<file path="config.mk">
export PLATFORM = sky130hd
export DESIGN_NAME = rgba5551_horizontal_smoothing_unit_flat
export DESIGN_NICKNAME = d
export VERILOG_FILES = /design/src/hw/rtl/rhs_pkg.sv /design/src/hw/rtl/rhs_in_if.sv /design/src/hw/rtl/rhs_out_if.sv /design/src/hw/rtl/rhs_out_fifo.sv /design/src/hw/rtl/rhs_core.sv /design/src/hw/rtl/rgba5551_horizontal_smoothing_unit.sv /design/src/flat_wrapper.sv
export VERILOG_INCLUDE_DIRS = /design/src /design/src/hw/rtl
export SDC_FILE = /design/constraint.sdc
export NUM_CORES = 1
export LEC_CHECK = 0
export ABC_AREA = 1
export CAP_MARGIN = 40
export CORE_MARGIN = 8
export CORE_UTILIZATION = 64
export DETAILED_ROUTE_END_ITERATION = 6
export DONT_BUFFER_PORTS = 1
export GPL_TIMING_DRIVEN = 0
export PLACE_DENSITY = 0.79
export SLEW_MARGIN = 20
export SYNTH_ARGS = -nofsm -noshare
export SYNTH_HDL_FRONTEND = slang
export SYNTH_SLANG_ARGS = --single-unit
</file>
<file path="constraint.sdc">
create_clock -name clk -period 3 [get_ports clk]
set_clock_uncertainty 0.05 [all_clocks]
set_input_delay 0.6 -clock clk [delete_from_list [all_inputs] [get_ports clk]]
set_output_delay 0.6 -clock clk [all_outputs]
set_load 0.03 [all_outputs]
</file>
<file path="src/hw/rtl/rgba5551_horizontal_smoothing_unit_defines.svh">
// ---------------------------------------------------------------------------
// RGBA5551 horizontal smoothing unit: assertion macros
// Shared concurrent assertion forms, clocked on clk and held off in reset.
// ---------------------------------------------------------------------------
`ifndef RGBA5551_HORIZONTAL_SMOOTHING_UNIT_DEFINES_SVH
`define RGBA5551_HORIZONTAL_SMOOTHING_UNIT_DEFINES_SVH

// Consequent must hold in the same cycle as the antecedent.
`define RHS_ASSERT_SAME(lbl, ante, cons, msg) \
    lbl: assert property (@(posedge clk) disable iff (!rst_n) (ante) |-> (cons)) \
        else $error(msg);

// Consequent must hold in the cycle after the antecedent.
`define RHS_ASSERT_NEXT(lbl, ante, cons, msg) \
    lbl: assert property (@(posedge clk) disable iff (!rst_n) (ante) |=> (cons)) \
        else $error(msg);

`endif

</file>
<file path="src/hw/rtl/rhs_pkg.sv">
// ---------------------------------------------------------------------------
// RGBA5551 horizontal smoothing: package
// Types, frame position codes and the per-channel smoothing functions.
// ---------------------------------------------------------------------------
package rhs_pkg;

    // Frame position codes.
    localparam logic [1:0] POS_IDLE  = 2'd0;
    localparam logic [1:0] POS_FIRST = 2'd1;
    localparam logic [1:0] POS_RUN   = 2'd2;

    // Result queue depth and widths.
    localparam int unsigned FIFO_DEPTH = 4;
    localparam int unsigned PTR_W      = 2;
    localparam int unsigned CNT_W      = 3;

    // One result word.
    typedef struct packed {
        logic [15:0] pixel;
        logic        last;
    } result_t;

    // Results produced by one input word (0, 1 or 2 of them).
    typedef struct packed {
        logic [1:0] n;
        result_t    res0;
        result_t    res1;
    } push_t;

    // Queue status seen by the core and the top level.
    typedef struct packed {
        logic             room;
        logic             pop;
        logic [CNT_W-1:0] count;
    } fifo_stat_t;

    // Pack C>>1 of red, green, blue into 12 bits.
    function automatic logic [11:0] halves_of(input logic [15:0] p);
        return {p[15:12], p[10:7], p[5:2]};
    endfunction

    // Pack (C>>2)<<1 of red, green, blue into 12 bits.
    function automatic logic [11:0] edge_halves_of(input logic [15:0] p);
        return {p[15:13], 1'b0, p[10:8], 1'b0, p[5:3], 1'b0};
    endfunction

    // (hL + 2*hC + hR) >> 1 for one channel.
    function automatic logic [4:0] smooth_channel(input logic [3:0] hl,
                                                  input logic [3:0] hc,
                                                  input logic [3:0] hr);
        logic [5:0] sum;
        sum = {2'b00, hl} + {1'b0, hc, 1'b0} + {2'b00, hr};
        return sum[5:1];
    endfunction

    // Smoothed RGBA5551 pixel with alpha forced to one.
    function automatic logic [15:0] smooth(input logic [11:0] l,
                                           input logic [11:0] c,
                                           input logic [11:0] r);
        return {smooth_channel(l[11:8], c[11:8], r[11:8]),
                smooth_channel(l[7:4], c[7:4], r[7:4]),
                smooth_channel(l[3:0], c[3:0], r[3:0]),
                1'b1};
    endfunction

endpackage

</file>
<file path="src/hw/rtl/rhs_in_if.sv">
// ---------------------------------------------------------------------------
// RGBA5551 horizontal smoothing: input channel
// Valid/ready channel carrying one pixel word with its frame marks.
// ---------------------------------------------------------------------------
interface rhs_in_if;
    logic        valid;
    logic        ready;
    logic [15:0] pixel;
    logic        first_of_frame;
    logic        last_of_frame;

    modport source (output valid, pixel, first_of_frame, last_of_frame, input ready);
    modport sink   (input valid, pixel, first_of_frame, last_of_frame, output ready);
endinterface

</file>
<file path="src/hw/rtl/rhs_out_if.sv">
// ---------------------------------------------------------------------------
// RGBA5551 horizontal smoothing: output channel
// Valid/ready channel carrying one result pixel word and its frame end mark.
// ---------------------------------------------------------------------------
interface rhs_out_if;
    logic        valid;
    logic        ready;
    logic [15:0] pixel_out;
    logic        last_out;

    modport source (output valid, pixel_out, last_out, input ready);
    modport sink   (input valid, pixel_out, last_out, output ready);
endinterface

</file>
<file path="src/hw/rtl/rhs_out_fifo.sv">
// ---------------------------------------------------------------------------
// RGBA5551 horizontal smoothing: result queue
// Four-word queue that takes up to two result words a cycle and hands one
// word a cycle to the output channel while the channel is ready.
// ---------------------------------------------------------------------------
module rhs_out_fifo (
    input  logic                clk,
    input  logic                rst_n,
    input  rhs_pkg::push_t      push,
    output rhs_pkg::fifo_stat_t stat,
    rhs_out_if.source           pix_out
);

    rhs_pkg::result_t                    mem [rhs_pkg::FIFO_DEPTH];
    logic [rhs_pkg::PTR_W-1:0]           wr_ptr_reg;
    logic [rhs_pkg::PTR_W-1:0]           wr_ptr_next;
    logic [rhs_pkg::PTR_W-1:0]           rd_ptr_reg;
    logic [rhs_pkg::PTR_W-1:0]           rd_ptr_next;
    logic [rhs_pkg::CNT_W-1:0]           count_reg;
    logic [rhs_pkg::CNT_W-1:0]           count_next;
    logic [rhs_pkg::PTR_W-1:0]           wr_ptr_plus1;
    logic                                pop;
    rhs_pkg::result_t                    head;

    // The head word drives the output channel.
    assign head              = mem[rd_ptr_reg];
    assign pix_out.valid     = (count_reg != '0);
    assign pix_out.pixel_out = head.pixel;
    assign pix_out.last_out  = head.last;
    assign pop               = pix_out.valid && pix_out.ready;

    // Room for two more words, counted before this cycle's pop.
    assign stat.room  = (count_reg <= rhs_pkg::CNT_W'(rhs_pkg::FIFO_DEPTH - 2));
    assign stat.pop   = pop;
    assign stat.count = count_reg;

    // Pointer and fill count updates.
    assign wr_ptr_plus1 = wr_ptr_reg + rhs_pkg::PTR_W'(1);
    assign wr_ptr_next  = wr_ptr_reg + rhs_pkg::PTR_W'(push.n);
    assign rd_ptr_next  = rd_ptr_reg + rhs_pkg::PTR_W'(pop);
    assign count_next   = count_reg + rhs_pkg::CNT_W'(push.n)
                          - rhs_pkg::CNT_W'(pop);

    always_ff @(posedge clk or negedge rst_n)
    begin
        if (!rst_n)
        begin
            wr_ptr_reg <= '0;
            rd_ptr_reg <= '0;
            count_reg  <= '0;
        end
        else
        begin
            wr_ptr_reg <= wr_ptr_next;
            rd_ptr_reg <= rd_ptr_next;
            count_reg  <= count_next;
        end
    end

    // Storage writes: first word at the write pointer, second just after it.
    always_ff @(posedge clk)
    begin
        if (push.n != 2'd0)
        begin
            mem[wr_ptr_reg] <= push.res0;
        end
        if (push.n == 2'd2)
        begin
            mem[wr_ptr_plus1] <= push.res1;
        end
    end

endmodule

</file>
<file path="src/hw/rtl/rhs_core.sv">
// ---------------------------------------------------------------------------
// RGBA5551 horizontal smoothing: filter core
// Input register, neighbor halves and frame position, and the 1-2-1 filter
// that turns one input word into zero, one or two result words.
// ---------------------------------------------------------------------------
module rhs_core (
    input  logic                clk,
    input  logic                rst_n,
    rhs_in_if.sink              pix_in,
    input  rhs_pkg::fifo_stat_t stat,
    output rhs_pkg::push_t      push
);

    logic        in_valid_reg;
    logic        in_valid_next;
    logic [15:0] in_pixel_reg;
    logic        in_first_reg;
    logic        in_last_reg;
    logic [11:0] left_reg;
    logic [11:0] left_next;
    logic [11:0] center_reg;
    logic [11:0] center_next;
    logic [1:0]  pos_reg;
    logic [1:0]  pos_next;
    logic        go;
    logic        take;
    logic [11:0] halves;

    // The held word is processed once the queue has room for two words.
    assign go            = in_valid_reg && stat.room;
    assign pix_in.ready  = !in_valid_reg || go;
    assign take          = pix_in.valid && pix_in.ready;
    assign in_valid_next = take || (in_valid_reg && !go);
    assign halves        = rhs_pkg::halves_of(in_pixel_reg);

    // Input register.
    always_ff @(posedge clk or negedge rst_n)
    begin
        if (!rst_n)
        begin
            in_valid_reg <= 1'b0;
        end
        else
        begin
            in_valid_reg <= in_valid_next;
        end
    end

    always_ff @(posedge clk)
    begin
        if (take)
        begin
            in_pixel_reg <= pix_in.pixel;
            in_first_reg <= pix_in.first_of_frame;
            in_last_reg  <= pix_in.last_of_frame;
        end
    end

    // Frame state and results for the held word.
    always_comb
    begin
        left_next   = left_reg;
        center_next = center_reg;
        pos_next    = pos_reg;
        push.n      = 2'd0;
        push.res0   = '{pixel: in_pixel_reg, last: in_last_reg};
        push.res1   = '{pixel: in_pixel_reg, last: 1'b1};
        if (go)
        begin
            priority if (in_first_reg)
            begin
                // A frame start passes through and opens a new frame unless also last.
                push.n    = 2'd1;
                left_next = rhs_pkg::edge_halves_of(in_pixel_reg);
                pos_next  = in_last_reg ? rhs_pkg::POS_IDLE : rhs_pkg::POS_FIRST;
            end
            else if (pos_reg == rhs_pkg::POS_IDLE)
            begin
                // No frame open: the word is dropped.
                push.n = 2'd0;
            end
            else if (pos_reg == rhs_pkg::POS_FIRST)
            begin
                // Second pixel: its halves are kept; a last one is also passed through.
                center_next = halves;
                pos_next    = in_last_reg ? rhs_pkg::POS_IDLE : rhs_pkg::POS_RUN;
                push.n      = in_last_reg ? 2'd1 : 2'd0;
                push.res0   = '{pixel: in_pixel_reg, last: 1'b1};
            end
            else
            begin
                // Running: emit the smoothed center, then the frame end if marked.
                left_next   = center_reg;
                center_next = halves;
                push.res0   = '{pixel: rhs_pkg::smooth(left_reg, center_reg, halves),
                                last: 1'b0};
                push.n      = in_last_reg ? 2'd2 : 2'd1;
                pos_next    = in_last_reg ? rhs_pkg::POS_IDLE : rhs_pkg::POS_RUN;
            end
        end
    end

    always_ff @(posedge clk or negedge rst_n)
    begin
        if (!rst_n)
        begin
            left_reg   <= '0;
            center_reg <= '0;
            pos_reg    <= rhs_pkg::POS_IDLE;
        end
        else
        begin
            left_reg   <= left_next;
            center_reg <= center_next;
            pos_reg    <= pos_next;
        end
    end

endmodule

</file>
<file path="src/hw/rtl/rgba5551_horizontal_smoothing_unit.sv">
// ---------------------------------------------------------------------------
// RGBA5551 horizontal smoothing unit
// Horizontal 1-2-1 smoothing of a frame of RGBA5551 pixels sent as one line.
// ---------------------------------------------------------------------------
// Use of the block:
// pix_in takes one word per ready cycle with first_of_frame and last_of_frame
// marks; pix_out delivers result words with last_out on the frame's final word.
// The first pixel goes out at once, each pixel after the second releases the
// smoothed previous pixel, and the last pixel also releases itself unchanged.
// Words without an open frame and without a first mark are dropped.
// Results pass the input register and then the queue on their way to pix_out.
// Throughput: one input word per cycle while the queue has room; a last word
// from the third pixel on yields two result words, drained one per ready cycle.
// Input words wait in an input register and their results in a four-word
// queue; pix_in.ready drops only when the queue lacks room for two words.
// When the receiver stalls, the queue holds its words and the input side keeps
// taking words until the queue lacks room for two.
// Reset empties the queue, clears the input register and closes any frame.
// ---------------------------------------------------------------------------
`include "rgba5551_horizontal_smoothing_unit_defines.svh"

module rgba5551_horizontal_smoothing_unit (
    input  logic      clk,
    input  logic      rst_n,
    rhs_in_if.sink    pix_in,
    rhs_out_if.source pix_out
);

    rhs_pkg::push_t      push;
    rhs_pkg::fifo_stat_t stat;

    // Filter core with input register and frame state.
    rhs_core u_core (
        .clk    (clk),
        .rst_n  (rst_n),
        .pix_in (pix_in),
        .stat   (stat),
        .push   (push)
    );

    // Result queue feeding the output channel.
    rhs_out_fifo u_fifo (
        .clk     (clk),
        .rst_n   (rst_n),
        .push    (push),
        .stat    (stat),
        .pix_out (pix_out)
    );

    // The core only pushes words when the queue has room for two.
    `RHS_ASSERT_SAME(a_push_room, push.n != 2'd0, stat.room, "push without queue room")

    // The fill count follows pushes and pops exactly.
    `RHS_ASSERT_NEXT(a_count_track, 1'b1,
        stat.count == $past(stat.count) + 3'($past(push.n)) - 3'($past(stat.pop)),
        "queue count mismatch")

    // A double push is a smoothed word followed by the frame end word.
    `RHS_ASSERT_SAME(a_double_push, push.n == 2'd2,
        push.res1.last && !push.res0.last && push.res0.pixel[0],
        "bad double push")

endmodule
</file>
<file path="src/flat_wrapper.sv">
// flat-port wrapper written by rule: the top's interface ports become plain ports
module rgba5551_horizontal_smoothing_unit_flat 
  (clk, rst_n, pix_in_valid, pix_in_pixel, pix_in_first_of_frame, pix_in_last_of_frame, pix_in_ready, pix_out_valid, pix_out_pixel_out, pix_out_last_out, pix_out_ready);
  rhs_in_if pix_in_i ();
  rhs_out_if pix_out_i ();
  input  logic clk;
  input  logic rst_n;
  input wire logic [$bits(pix_in_i.valid)-1:0] pix_in_valid;
  input wire logic [$bits(pix_in_i.pixel)-1:0] pix_in_pixel;
  input wire logic [$bits(pix_in_i.first_of_frame)-1:0] pix_in_first_of_frame;
  input wire logic [$bits(pix_in_i.last_of_frame)-1:0] pix_in_last_of_frame;
  output wire logic [$bits(pix_in_i.ready)-1:0] pix_in_ready;
  output wire logic [$bits(pix_out_i.valid)-1:0] pix_out_valid;
  output wire logic [$bits(pix_out_i.pixel_out)-1:0] pix_out_pixel_out;
  output wire logic [$bits(pix_out_i.last_out)-1:0] pix_out_last_out;
  input wire logic [$bits(pix_out_i.ready)-1:0] pix_out_ready;
  assign pix_in_i.valid = pix_in_valid;
  assign pix_in_i.pixel = pix_in_pixel;
  assign pix_in_i.first_of_frame = pix_in_first_of_frame;
  assign pix_in_i.last_of_frame = pix_in_last_of_frame;
  assign pix_in_ready = pix_in_i.ready;
  assign pix_out_valid = pix_out_i.valid;
  assign pix_out_pixel_out = pix_out_i.pixel_out;
  assign pix_out_last_out = pix_out_i.last_out;
  assign pix_out_i.ready = pix_out_ready;
  rgba5551_horizontal_smoothing_unit u_core (.clk(clk), .rst_n(rst_n), .pix_in(pix_in_i), .pix_out(pix_out_i));
endmodule
</file>
==> results by group, run 1 <==
Yosys
  • FF+latch count, synth: 120
  • Synth top area share: between 30% and 40%
  • Cell taking the most area after synthesis: edfxtp_1
  • Syn Nets: 747
  • Synth warn: 0
  • Synth cell types: 33
  • Syn_area_per_cell: approximately 9.2 µm²
  • Synthesized instance count: 695
  • Synth area leaders: edfxtp_1 38%, dfrtp_1 13%, nand2_1 11%, o21ai_0 6.4%, nand3_1 5.9%
  • Sequential area share after synthesis: 52.9%
  • Syn Std Cell Area: 6420 µm²

Setup path
  • Crit path max fanout: 10
  • Critical Path AT: between 2 and 2.5 ns
  • RR Endpoint: u_core.u_fifo.mem[0][11]$_DFFE_PP_
  • CP max stage delay: 0.44 ns
  • R2R Path Start: u_core.u_core.in_pixel_reg[8]$_DFFE_PP_
  • Worst path slowest cell: clkbuf_1
  • Critical Path Start Type: register
  • Crit path cell chain: clkbuf_1 -> clkbuf_1 -> o21ai_0 -> o22ai_2
  • WP data required: 2.35 ns
  • Crit path launch: u_core.u_fifo.rd_ptr_reg[0]$_DFF_PN0_
  • R2R setup slack: 0.18 ns
  • WS Path Type: register to output port
  • Reg2Reg Depth: 11
  • Crit. End Element: output port
  • Critical Path Most Common Cell: clkbuf_1

Global route
  • Total grt overflow: 0
  • Largest net degree at the start of global routing: 35
  • First-pass GRT wire length: 26,900 µm
  • GRT Util Overall: roughly a quarter
  • Vias in the first global route: 5,223
  • Initial antenna violation count: 0

CTS
  • Clock Latency Late Sink: between 0.5 and 0.6 ns
  • Setup repair bufs after CTS: 0
  • Clk root buf: clkbuf_8
  • CTS tree: built
  • H-tree levels: 4
  • Num CTS Buffers: 17
  • Clk sinks: 120
  • Max Buffers Root-to-Sink: 2
  • CTS clk-pin slew, worst paths: about 0.06 ns

Final layout
  • Synthesis-to-layout area growth: 14.4%
  • Final-stage net count: between 700 and 800
  • # diodes: 0
  • Finished Cell Area: 7340 µm²
  • Most common cell after layout, fill and taps aside: nand2_1
  • Proportion of layout cells with a drive suffix above 1: between 10% and 20%
  • Largest register FFs: about 70
  • Most frequent cells in the layout: 183 x nand2_1, 82 x o21ai_0, 82 x edfxtp_1, 75 x nand3_1, 65 x inv_1

Power
  • Peak VDD IR: 674 µV
  • Pwr dens: 1110 nW/µm²
  • Static leakage: 0.00322 µW

Timing
  • Setup ws final: 0.113 ns
  • Slew Limit Headroom: 47.2%
  • Final min period: 2.89 ns
  • Final max-slew violation count: 0
  • Fin crit share: 96.2%
  • Final Hold Fails: 0
  • Final Setup Violations: 0
  • Worst-Margin Slew: between 0.7 and 0.8 ns
  • Unrepaired setup endpoints after global routing: no
  • FMAX: 346 MHz
  • Setup TNS: 0 ns

Place
  • Pre-CTS setup slack: 0.165 ns
  • Port bufs: 0
  • GPL Wtd Cong: 0.899
  • HPWL Detailed: 11,700 µm
  • Placed inst area: 6600 µm²

Detailed routing
  • Wirelength per Cell: 19.7 µm
  • DRT Pass-1 Iters: 6
  • Via-per-instance ratio: 6.16
  • Post-route ant nets: 0
  • Vias: 5,319
  • Residual DRC: 0
  • Final wirelength: 17,000 µm
  • Initial detailed-routing violation count: 727

Min path
  • Hold crit path type: input port to register
  • Hold Path Origin: pix_in_first_of_frame
  • WHS Endpoint: u_core.u_core.in_first_reg$_DFFE_PP_
  • Hold Crit Depth: 0

Floorplan
  • IO Pins: 41
  • Die ar.: 13,500 µm²
  • Die W: between 100 and 150 µm
  • Die Y: around 120 µm
  • Core Region: 9770 µm²
  • Starting Density: 65.6%
  • # rows: 36

Job
  • Max Cap Violations: 0

Run status
  • Status: finished, final reports clean
where the power goes:
part	total [µW]	leakage [µW]	switching (µW)	internal (µW)
sequential	2560	0.00124	317	2250
clock	2030	0.000281	759	1270
combinational	3520	0.00170	2450	1070
total	8110	0.00322	3520	4590
cells by family (layout without fill, tap and decap cells):
group | Yosys count | in the layout | synth area share, %
AO/OA/AOI/OAI | 119 | 119 | 10.3
XOR/XNOR | 6 | 6 | 0.819
adder cells (fa/ha/maj) | 30 | 30 | 7.37
buffers and inverters | 93 | 128 | 6.08
flip-flops | 120 | 120 | 52.9
AND/OR/NAND/NOR | 327 | 327 | 22.6
through the flow:
stage / instances / total power, µW / hold slack (ns) / util, %
global placement: 828 / 5580 / 0.256 / 67.3
floorplan: 695 / 4970 / 0.254 / -
detailed placement: 829 / 5770 / 0.256 / 67.5
CTS: 863 / 8040 / 0.117 / 75.0
global route: 863 / 8570 / 0.114 / 75.1
finish: 863 / 8110 / 0.123 / 75.1
critical path: cells and delay by family (launching register included):
family / cells / cell delay [ns]
DFF: 1 / 0.36
AOI/OAI and AO/OA: 2 / 0.58
buffers and inverters: 2 / 0.78
cell type report:
class                           count  area (µm²)
Fill cell                         645        2440
Timing Repair Buffer                3        41.3
Sequential cell                   120        3390
Clock inverter                     14         175
Inverter                           67         253
Buffer                             26         145
Tap cell                          133         166
Clock buffer                       18         418
Multi-Input combinational cell    482        2750
synth_stat cells (all sizes together):
cell type,number
ha,17
o211ai,2
o22ai,18
inv,66
nor2,57
a21boi,1
dfrtp,34
fa,13
edfxtp,82
dfxtp,4
clkinv,1
clkbuf,11
a21oi,4
o21a,7
or2,6
xnor2,3
nand4,2
o21ai,87
buf,15
nand2,185
nand3,77
xor2,3
worst max path at each step:
| stage | endpoint | slack [ns] |
|---|---|---|
| 2_1_floorplan | u_core.u_fifo.mem[0][6]$_DFFE_PP_ | 0.61 |
| 3_3_place_gp | u_core.u_fifo.mem[3][11]$_DFFE_PP_ | 0.22 |
| 3_5_place_dp | u_core.u_fifo.mem[0][11]$_DFFE_PP_ | 0.17 |
| 4_1_cts | pix_out_pixel_out[1] | 0.03 |
| 5_1_grt | pix_out_pixel_out[9] | 0.04 |
| 6_report | pix_out_pixel_out[14] | 0.11 |
per-layer routing:
metal / share of wire [%] / vias up / track usage [%] / wire, µm
met1: 40 / 2510 / 34.0 / 6720
met5: 0 / - / 0 / 0
met4: 2.3 / 0 / 9.68 / 393
met3: 9.9 / 42 / 5.02 / 1680
met2: 48 / 381 / 43.4 / 8160
li1: - / 2386 / - / -
timing repair:
item,CTS,global route
endpoints found under the hold margin,34,0
setup endpoints to repair,17,19
gates resized for setup,19,9
hold buffers,2,0
cloned,0,0
Power figures use the tool's default switching activity.
==> run 2: changes to the inputs <==
--- a/config.mk
+++ b/config.mk
@@ -9,11 +9,11 @@
 export ABC_AREA = 1
 export CAP_MARGIN = 40
 export CORE_MARGIN = 8
-export CORE_UTILIZATION = 64
+export CORE_UTILIZATION = 66
 export DETAILED_ROUTE_END_ITERATION = 6
 export DONT_BUFFER_PORTS = 1
 export GPL_TIMING_DRIVEN = 0
-export PLACE_DENSITY = 0.79
+export PLACE_DENSITY = 0.81
 export SLEW_MARGIN = 20
 export SYNTH_ARGS = -nofsm -noshare
 export SYNTH_HDL_FRONTEND = slang
==> constraint.sdc (replaced) <==
create_clock -name clk -period 3.4 [get_ports clk]
set_clock_uncertainty 0.05 [all_clocks]
set_input_delay 0.68 -clock clk [delete_from_list [all_inputs] [get_ports clk]]
set_output_delay 0.68 -clock clk [all_outputs]
set_load 0.03 [all_outputs]
==> run 2 against run 1 <==
Register-to-register slack better by 0.26 ns. Combinational power is 17% lower. Global-route usage shrank 0.31 points. Sequential share of layout area is 0.55 points higher. Clock power shrank 11%.
==> results by group, run 2 (synthesized netlist as in run 1, its figures left out) <==
Run status
  • Status: finished, final reports clean

Floorplan
  • Die W: 115 µm (-1.3%)
  • Die ar.: 13,100 µm² (-2.6%)
  • # rows: 36 (unchanged)
  • Die Y: 115 µm (-1.3%)
  • IO Pins: 41 (unchanged)
  • Core Region: 9590 µm² (-1.8%)
  • Starting Density: 66.9% (+1.2 points)

CTS
  • H-tree levels: 4 (unchanged)
  • Clk sinks: 120 (unchanged)
  • Num CTS Buffers: 17 (unchanged)
  • Clk root buf: clkbuf_8
  • CTS tree: built
  • Setup repair bufs after CTS: 0 (unchanged)
  • CTS clk-pin slew, worst paths: 0.06 ns (about the same)
  • Clock Latency Late Sink: 0.52 ns (about the same)
  • Max Buffers Root-to-Sink: 2 (unchanged)

Timing
  • Fin crit share: 96.1%
  • FMAX: 306 MHz
  • WHS: 0.204 ns (+0.0814 ns)
  • Setup TNS: 0 ns (unchanged)
  • Slew Limit Headroom: 45.9% (-1.3 points)
  • Final Hold Fails: 0 (unchanged)
  • Unrepaired setup endpoints after global routing: no
  • Final Setup Violations: 0 (unchanged)
  • Final min period: 3.27 ns
  • Worst-Margin Slew: 0.810 ns (+0.0192 ns)
  • Final max-slew violation count: 0 (unchanged)

Detailed routing
  • DRT Pass-1 Iters: 6 (unchanged)
  • Residual DRC: 0 (unchanged)
  • Final wirelength: 16,300 µm (-4.2%)
  • Post-route ant nets: 0 (unchanged)
  • Wirelength per Cell: 18.8 µm (-4.2%)
  • Via-per-instance ratio: 6.02 (-2.4%)
  • Initial detailed-routing violation count: 542 (-25%)
  • Vias: 5,193 (-2.4%)

Final layout
  • Most frequent cells in the layout: 183 x nand2_1, 82 x o21ai_0, 82 x edfxtp_1, 75 x nand3_1, 65 x inv_1
  • Proportion of layout cells with a drive suffix above 1: 10.3% (-3.0 points)
  • Util after Layout: 75.6% (+0.51 points)
  • Most common cell after layout, fill and taps aside: nand2_1
  • Final-stage net count: 769 (unchanged)
  • Synthesis-to-layout area growth: 13.0%
  • Fillcell total: 634 (-1.7%)
  • Register Area: 3390 µm² (unchanged)
  • # diodes: 0 (unchanged)
  • Largest register FFs: 68 (unchanged)
  • Area of the multi-input gates: 2660 µm² (-3.1%)

Job
  • Max Cap Violations: 0 (unchanged)

Setup path
  • Crit path max fanout: 10 (unchanged)
  • Crit path launch: u_core.u_fifo.rd_ptr_reg[1]$_DFF_PN0_
  • Reg2Reg Depth: 11 (unchanged)
  • Crit path buffers/inverters: 3 (+1)
  • WS Path Type: register to output port
  • Critical Path Start Type: register
  • RR Endpoint: u_core.u_fifo.mem[3][11]$_DFFE_PP_
  • R2R setup slack: 0.44 ns (+0.26 ns)
  • Critical Path AT: 2.54 ns (+0.30 ns)
  • R2R Path Start: u_core.u_core.in_pixel_reg[8]$_DFFE_PP_
  • WP data required: 2.67 ns (+0.32 ns)
  • Critical Path Most Common Cell: clkbuf_1
  • Worst path slowest cell: o22ai_1
  • Levels on crit path: 5 (+1)
  • Crit. End Element: output port
  • CP max stage delay: 0.57 ns (+0.13 ns)
  • End of the critical path: pix_out_pixel_out[8]
  • Delay-heaviest family, CP: buffers and inverters
  • Crit path cell chain: clkbuf_1 -> inv_1 -> clkbuf_1 -> o21ai_0 -> o22ai_1

Global route
  • Largest net degree at the start of global routing: 35 (unchanged)
  • First-pass GRT wire length: 26,100 µm (-2.8%)
  • Initial antenna violation count: 0 (unchanged)
  • Total grt overflow: 0 (unchanged)
  • GRT Util Overall: 26.0% (-0.31 points)
  • Vias in the first global route: 5,003 (-4.2%)

Power
  • Pwr dens: 962 nW/µm² (-13%)
  • Peak VDD IR: 611 µV (-9.3%)
  • Static leakage: 0.00316 µW (-1.8%)
  • Design Power: 6980 µW (-14%)

Place
  • Port bufs: 0 (unchanged)
  • GPL Wtd Cong: 0.905 (+0.64%)
  • HPWL Detailed: 11,500 µm (-0.92%)

Min path
  • Hold crit path type: input port to register
-- run 2: cell count changes in the layout (fill, tap and decap cells not counted), sizes merged --
cell	previous run	this run
bufinv	3	4
inv	67	66
clkinv	8	7
clkinvlp	3	4
-- run 2: final cells by class --
cell class                 count  share of cell area (%)
tap                          133                    2.30
clock buffer                  18                    5.76
buffer                        26                    1.90
inverter                      67                    3.49
multi-input combinational    482                    36.7
clock inverter                14                    2.50
timing repair buffer           3                   0.569
sequential                   120                    46.8
-- run 2: per-stage QoR --
stage               area (µm²)  std cells  setup slack, ns
floorplan                 6420        695             1.01
global placement          6580        828            0.557
finish                    7250        863            0.133
detailed placement        6600        829            0.515
CTS                       7230        863            0.140
global route              7250        863         0.000707
-- run 2: routing by layer --
| layer | track usage (%) | share of wire, % | vias up |
|---|---|---|---|
| met5 | 0 | 0 | - |
| met4 | 9.41 | 1.6 | 0 |
| met3 | 5.54 | 9.2 | 31 |
| met2 | 40.9 | 47 | 336 |
| met1 | 34.8 | 42 | 2443 |
| li1 | - | - | 2383 |
-- run 2: worst min-delay path by stage --
| stage | from | end | slack (ns) | cells after the start |
|---|---|---|---|---|
| after floorplan | rst_n | u_core.u_core.center_reg[0]$_DFFE_PN0P_ | 0.33 | 0 |
| after global placement | rst_n | u_core.u_fifo.count_reg[0]$_DFF_PN0_ | 0.34 | 0 |
| after detailed placement | rst_n | u_core.u_core.in_valid_reg$_DFF_PN0_ | 0.34 | 0 |
| after CTS | pix_in_first_of_frame | u_core.u_core.in_first_reg$_DFFE_PP_ | 0.19 | 0 |
| after global routing | pix_in_first_of_frame | u_core.u_core.in_first_reg$_DFFE_PP_ | 0.19 | 0 |
| final | pix_in_pixel[9] | u_core.u_core.in_pixel_reg[9]$_DFFE_PP_ | 0.20 | 0 |
-- run 2: repair_timing --
item	4_1_cts	5_1_grt
setup endpoints to repair	0	4
hold endpoints to repair	34	0
gates resized for setup	0	4
hold buffers	2	0
-- run 2: report_power, final --
group	switching [µW]	total (µW)	internal, µW
clock	626	1810	1180
sequential	273	2260	1980
combinational	2050	2920	871
total	2940	6980	4030
==> run 3: changes to the inputs <==
--- a/config.mk
+++ b/config.mk
@@ -9,11 +9,11 @@
 export ABC_AREA = 1
 export CAP_MARGIN = 40
 export CORE_MARGIN = 8
-export CORE_UTILIZATION = 66
+export CORE_UTILIZATION = 40
 export DETAILED_ROUTE_END_ITERATION = 6
 export DONT_BUFFER_PORTS = 1
 export GPL_TIMING_DRIVEN = 0
-export PLACE_DENSITY = 0.81
+export PLACE_DENSITY = 0.53
 export SLEW_MARGIN = 20
 export SYNTH_ARGS = -nofsm -noshare
 export SYNTH_HDL_FRONTEND = slang
==> constraint.sdc (replaced) <==
create_clock -name clk -period 3.12 [get_ports clk]
set_clock_uncertainty 0.05 [all_clocks]
set_input_delay 0.624 -clock clk [delete_from_list [all_inputs] [get_ports clk]]
set_output_delay 0.624 -clock clk [all_outputs]
set_load 0.03 [all_outputs]
==> run 3 against run 2 <==
Clock-buffer cell count down 1. Worst hold slack better by 0.041 ns. Die area up 55%. Sequential power up 8%. Largest power group unchanged. Utilization down 28 points.
==> results by group, run 3 (synthesized netlist as in run 1, its figures left out) <==
Setup path
  • Critical Path AT: 2.27 ns (-0.27 ns)
  • Reg2Reg Depth: 11 (unchanged)
  • R2R Path Start: u_core.u_core.in_pixel_reg[8]$_DFFE_PP_
  • WS Path Type: register to output port
  • Crit path max fanout: 10 (unchanged)
  • Critical Path Start Type: register
  • WP data required: 2.45 ns (-0.22 ns)
  • Crit. End Element: output port
  • Crit path launch: u_core.u_fifo.rd_ptr_reg[1]$_DFF_PN0_

Timing
  • Final Setup Violations: 0 (unchanged)
  • Setup TNS: 0 ns (unchanged)
  • Worst-Margin Slew: 0.736 ns (-0.0735 ns)
  • Final max-slew violation count: 0 (unchanged)
  • Fin crit share: between 90 and 100%
  • Final min period: between 2 and 3 ns
  • Slew Limit Headroom: 50.8% (+4.9 points)
  • Final Hold Fails: 0 (unchanged)
  • FMAX: 340 MHz
  • Unrepaired setup endpoints after global routing: no
  • Setup ws final: 0.175 ns (+0.0418 ns)

Place
  • Placed Cells: 912 (+10%)
  • Port bufs: 0 (unchanged)
  • HPWL Detailed: 12,600 µm (+9.4%)
  • Pre-CTS setup slack: 0.213 ns (-0.301 ns)
  • GPL Wtd Cong: 0.878 (-3.0%)
  • Placed inst area: 6700 µm² (+1.6%)

Final layout
  • # diodes: 0 (unchanged)
  • Cell Count, Final, Fillers Out: 949 (+10%)
  • Most common cell after layout, fill and taps aside: nand2_1
  • Util after Layout: 47.6% (-28 points)
  • Most frequent cells in the layout: 183 x nand2_1, 82 x o21ai_0, 82 x edfxtp_1, 75 x nand3_1, 65 x inv_1
  • Proportion of layout cells with a drive suffix above 1: 13.0% (+2.7 points)
  • Finished Cell Area: 7510 µm² (+3.6%)
  • Synthesis-to-layout area growth: 17.0%
  • Final-stage net count: 772 (+0.39%)
  • Largest register FFs: 68 (unchanged)

Detailed routing
  • Residual DRC: 0 (unchanged)
  • Via-per-instance ratio: 5.20 (-14%)
  • Final wirelength: 17,000 µm (+4.4%)
  • Post-route ant nets: 0 (unchanged)
  • Wirelength per Cell: 17.9 µm (-5.0%)
  • DRT Pass-1 Iters: 5 (-1)
  • Vias: 4,933 (-5.0%)
  • Initial detailed-routing violation count: 327 (-40%)

Global route
  • Initial antenna violation count: 0 (unchanged)
  • GRT Util Overall: 17.5% (-8.5 points)
  • First-pass GRT wire length: 26,700 µm (+2.3%)
  • Vias in the first global route: 4,704 (-6.0%)
  • Total grt overflow: 0 (unchanged)
  • Largest net degree at the start of global routing: 35 (unchanged)

Job
  • Max Cap Violations: 0 (unchanged)

CTS
  • Max Buffers Root-to-Sink: 2 (unchanged)
  • Clk root buf: clkbuf_16
  • CTS tree: built
  • Num CTS Buffers: 17 (unchanged)
  • Clk sinks: 120 (unchanged)
  • H-tree levels: 4 (unchanged)
  • Clock Latency Late Sink: 0.42 ns (-0.10 ns)
  • CTS clk-pin slew, worst paths: 0.06 ns (about the same)
  • Setup repair bufs after CTS: 0 (unchanged)

Power
  • Static leakage: 0.00325 µW (+2.6%)
  • Pwr dens: 1040 nW/µm² (+8.5%)
  • Peak VDD IR: 415 µV (-32%)

Run status
  • Status: finished, final reports clean

Floorplan
  • Core Region: 15,800 µm² (+64%)
  • IO Pins: 41 (unchanged)
  • Starting Density: 40.7% (-26 points)
  • Die W: 143 µm (+24%)
  • Die Y: 143 µm (+24%)
  • Die ar.: 20,300 µm² (+55%)
  • # rows: 46 (+28%)

Min path
  • Hold Crit Depth: 0 (unchanged)
  • Hold crit path type: input port to register
  • Hold Path Origin: pix_in_pixel[4]
## run 3: cell count changes in the layout (fill, tap and decap cells not counted), sizes merged
cell      change
buf           +2
inv           +2
clkinvlp      -1
## run 3: what timing repair did
action,CTS,global route
hold endpoints to repair,34,0
hold buffers,2,0
gates resized for setup,12,8
endpoints found under the setup margin,12,11
## run 3: metal layers
| metal | track usage (%) | part of all wire (%) | vias to the layer above | routed length (µm) |
|---|---|---|---|---|
| met4 | 6.04 | 1.7 | 0 | 283 |
| met1 | 23.3 | 46 | 2340 | 7870 |
| met3 | 4.21 | 5.8 | 23 | 985 |
| li1 | - | - | 2396 | - |
| met5 | 0 | 0 | - | 0 |
| met2 | 27.4 | 46 | 174 | 7830 |
## run 3: critical path, stage by stage (launching register included)
cell,delay (ns)
dfrtp_1,0.32
clkbuf_1,0.36
clkbuf_1,0.49
o21ai_0,0.25
o22ai_2,0.44
## run 3: final cells by class
cell class / instances / area (µm²)
plain buffers: 26 / 140
clock buffers: 17 / 425
clock inverters: 15 / 200
fillers: 1516 / 8260
inverters: 67 / 253
multi-input cells: 482 / 2740
flip-flops and latches: 120 / 3390
well taps: 216 / 270
repair buffers: 6 / 86.3
## run 3: path summary, 6_finish.rpt
path / end / slack, ns
hold / removal: u_core.u_core.in_pixel_reg[4]$_DFFE_PP_ / 0.24
setup / recovery: pix_out_pixel_out[10] / 0.17
max in group asynchronous: u_core.u_core.left_reg[5]$_DFFE_PN0P_ / 2.22
min in group asynchronous: u_core.u_core.pos_reg[0]$_DFFE_PN0P_ / 0.62
setup reg to reg: u_core.u_fifo.mem[3][11]$_DFFE_PP_ / 0.25
hold reg to reg: u_core.u_core.center_reg[4]$_DFFE_PN0P_ / 0.44
## run 3: where the power goes
part           total (µW)  internal [µW]  switching [µW]
Clock                2060           1340             727
Combinational        3340           1040            2300
Sequential           2440           2160             281
Total                7840           4540            3300
## run 3: through the flow
stage / hold slack, ns / total power [µW]
6_report: 0.245 / 7840
5_1_grt: 0.229 / 8390
4_1_cts: 0.231 / 7830
3_5_place_dp: 0.280 / 5640
3_3_place_gp: 0.280 / 5520
2_1_floorplan: 0.278 / 4780
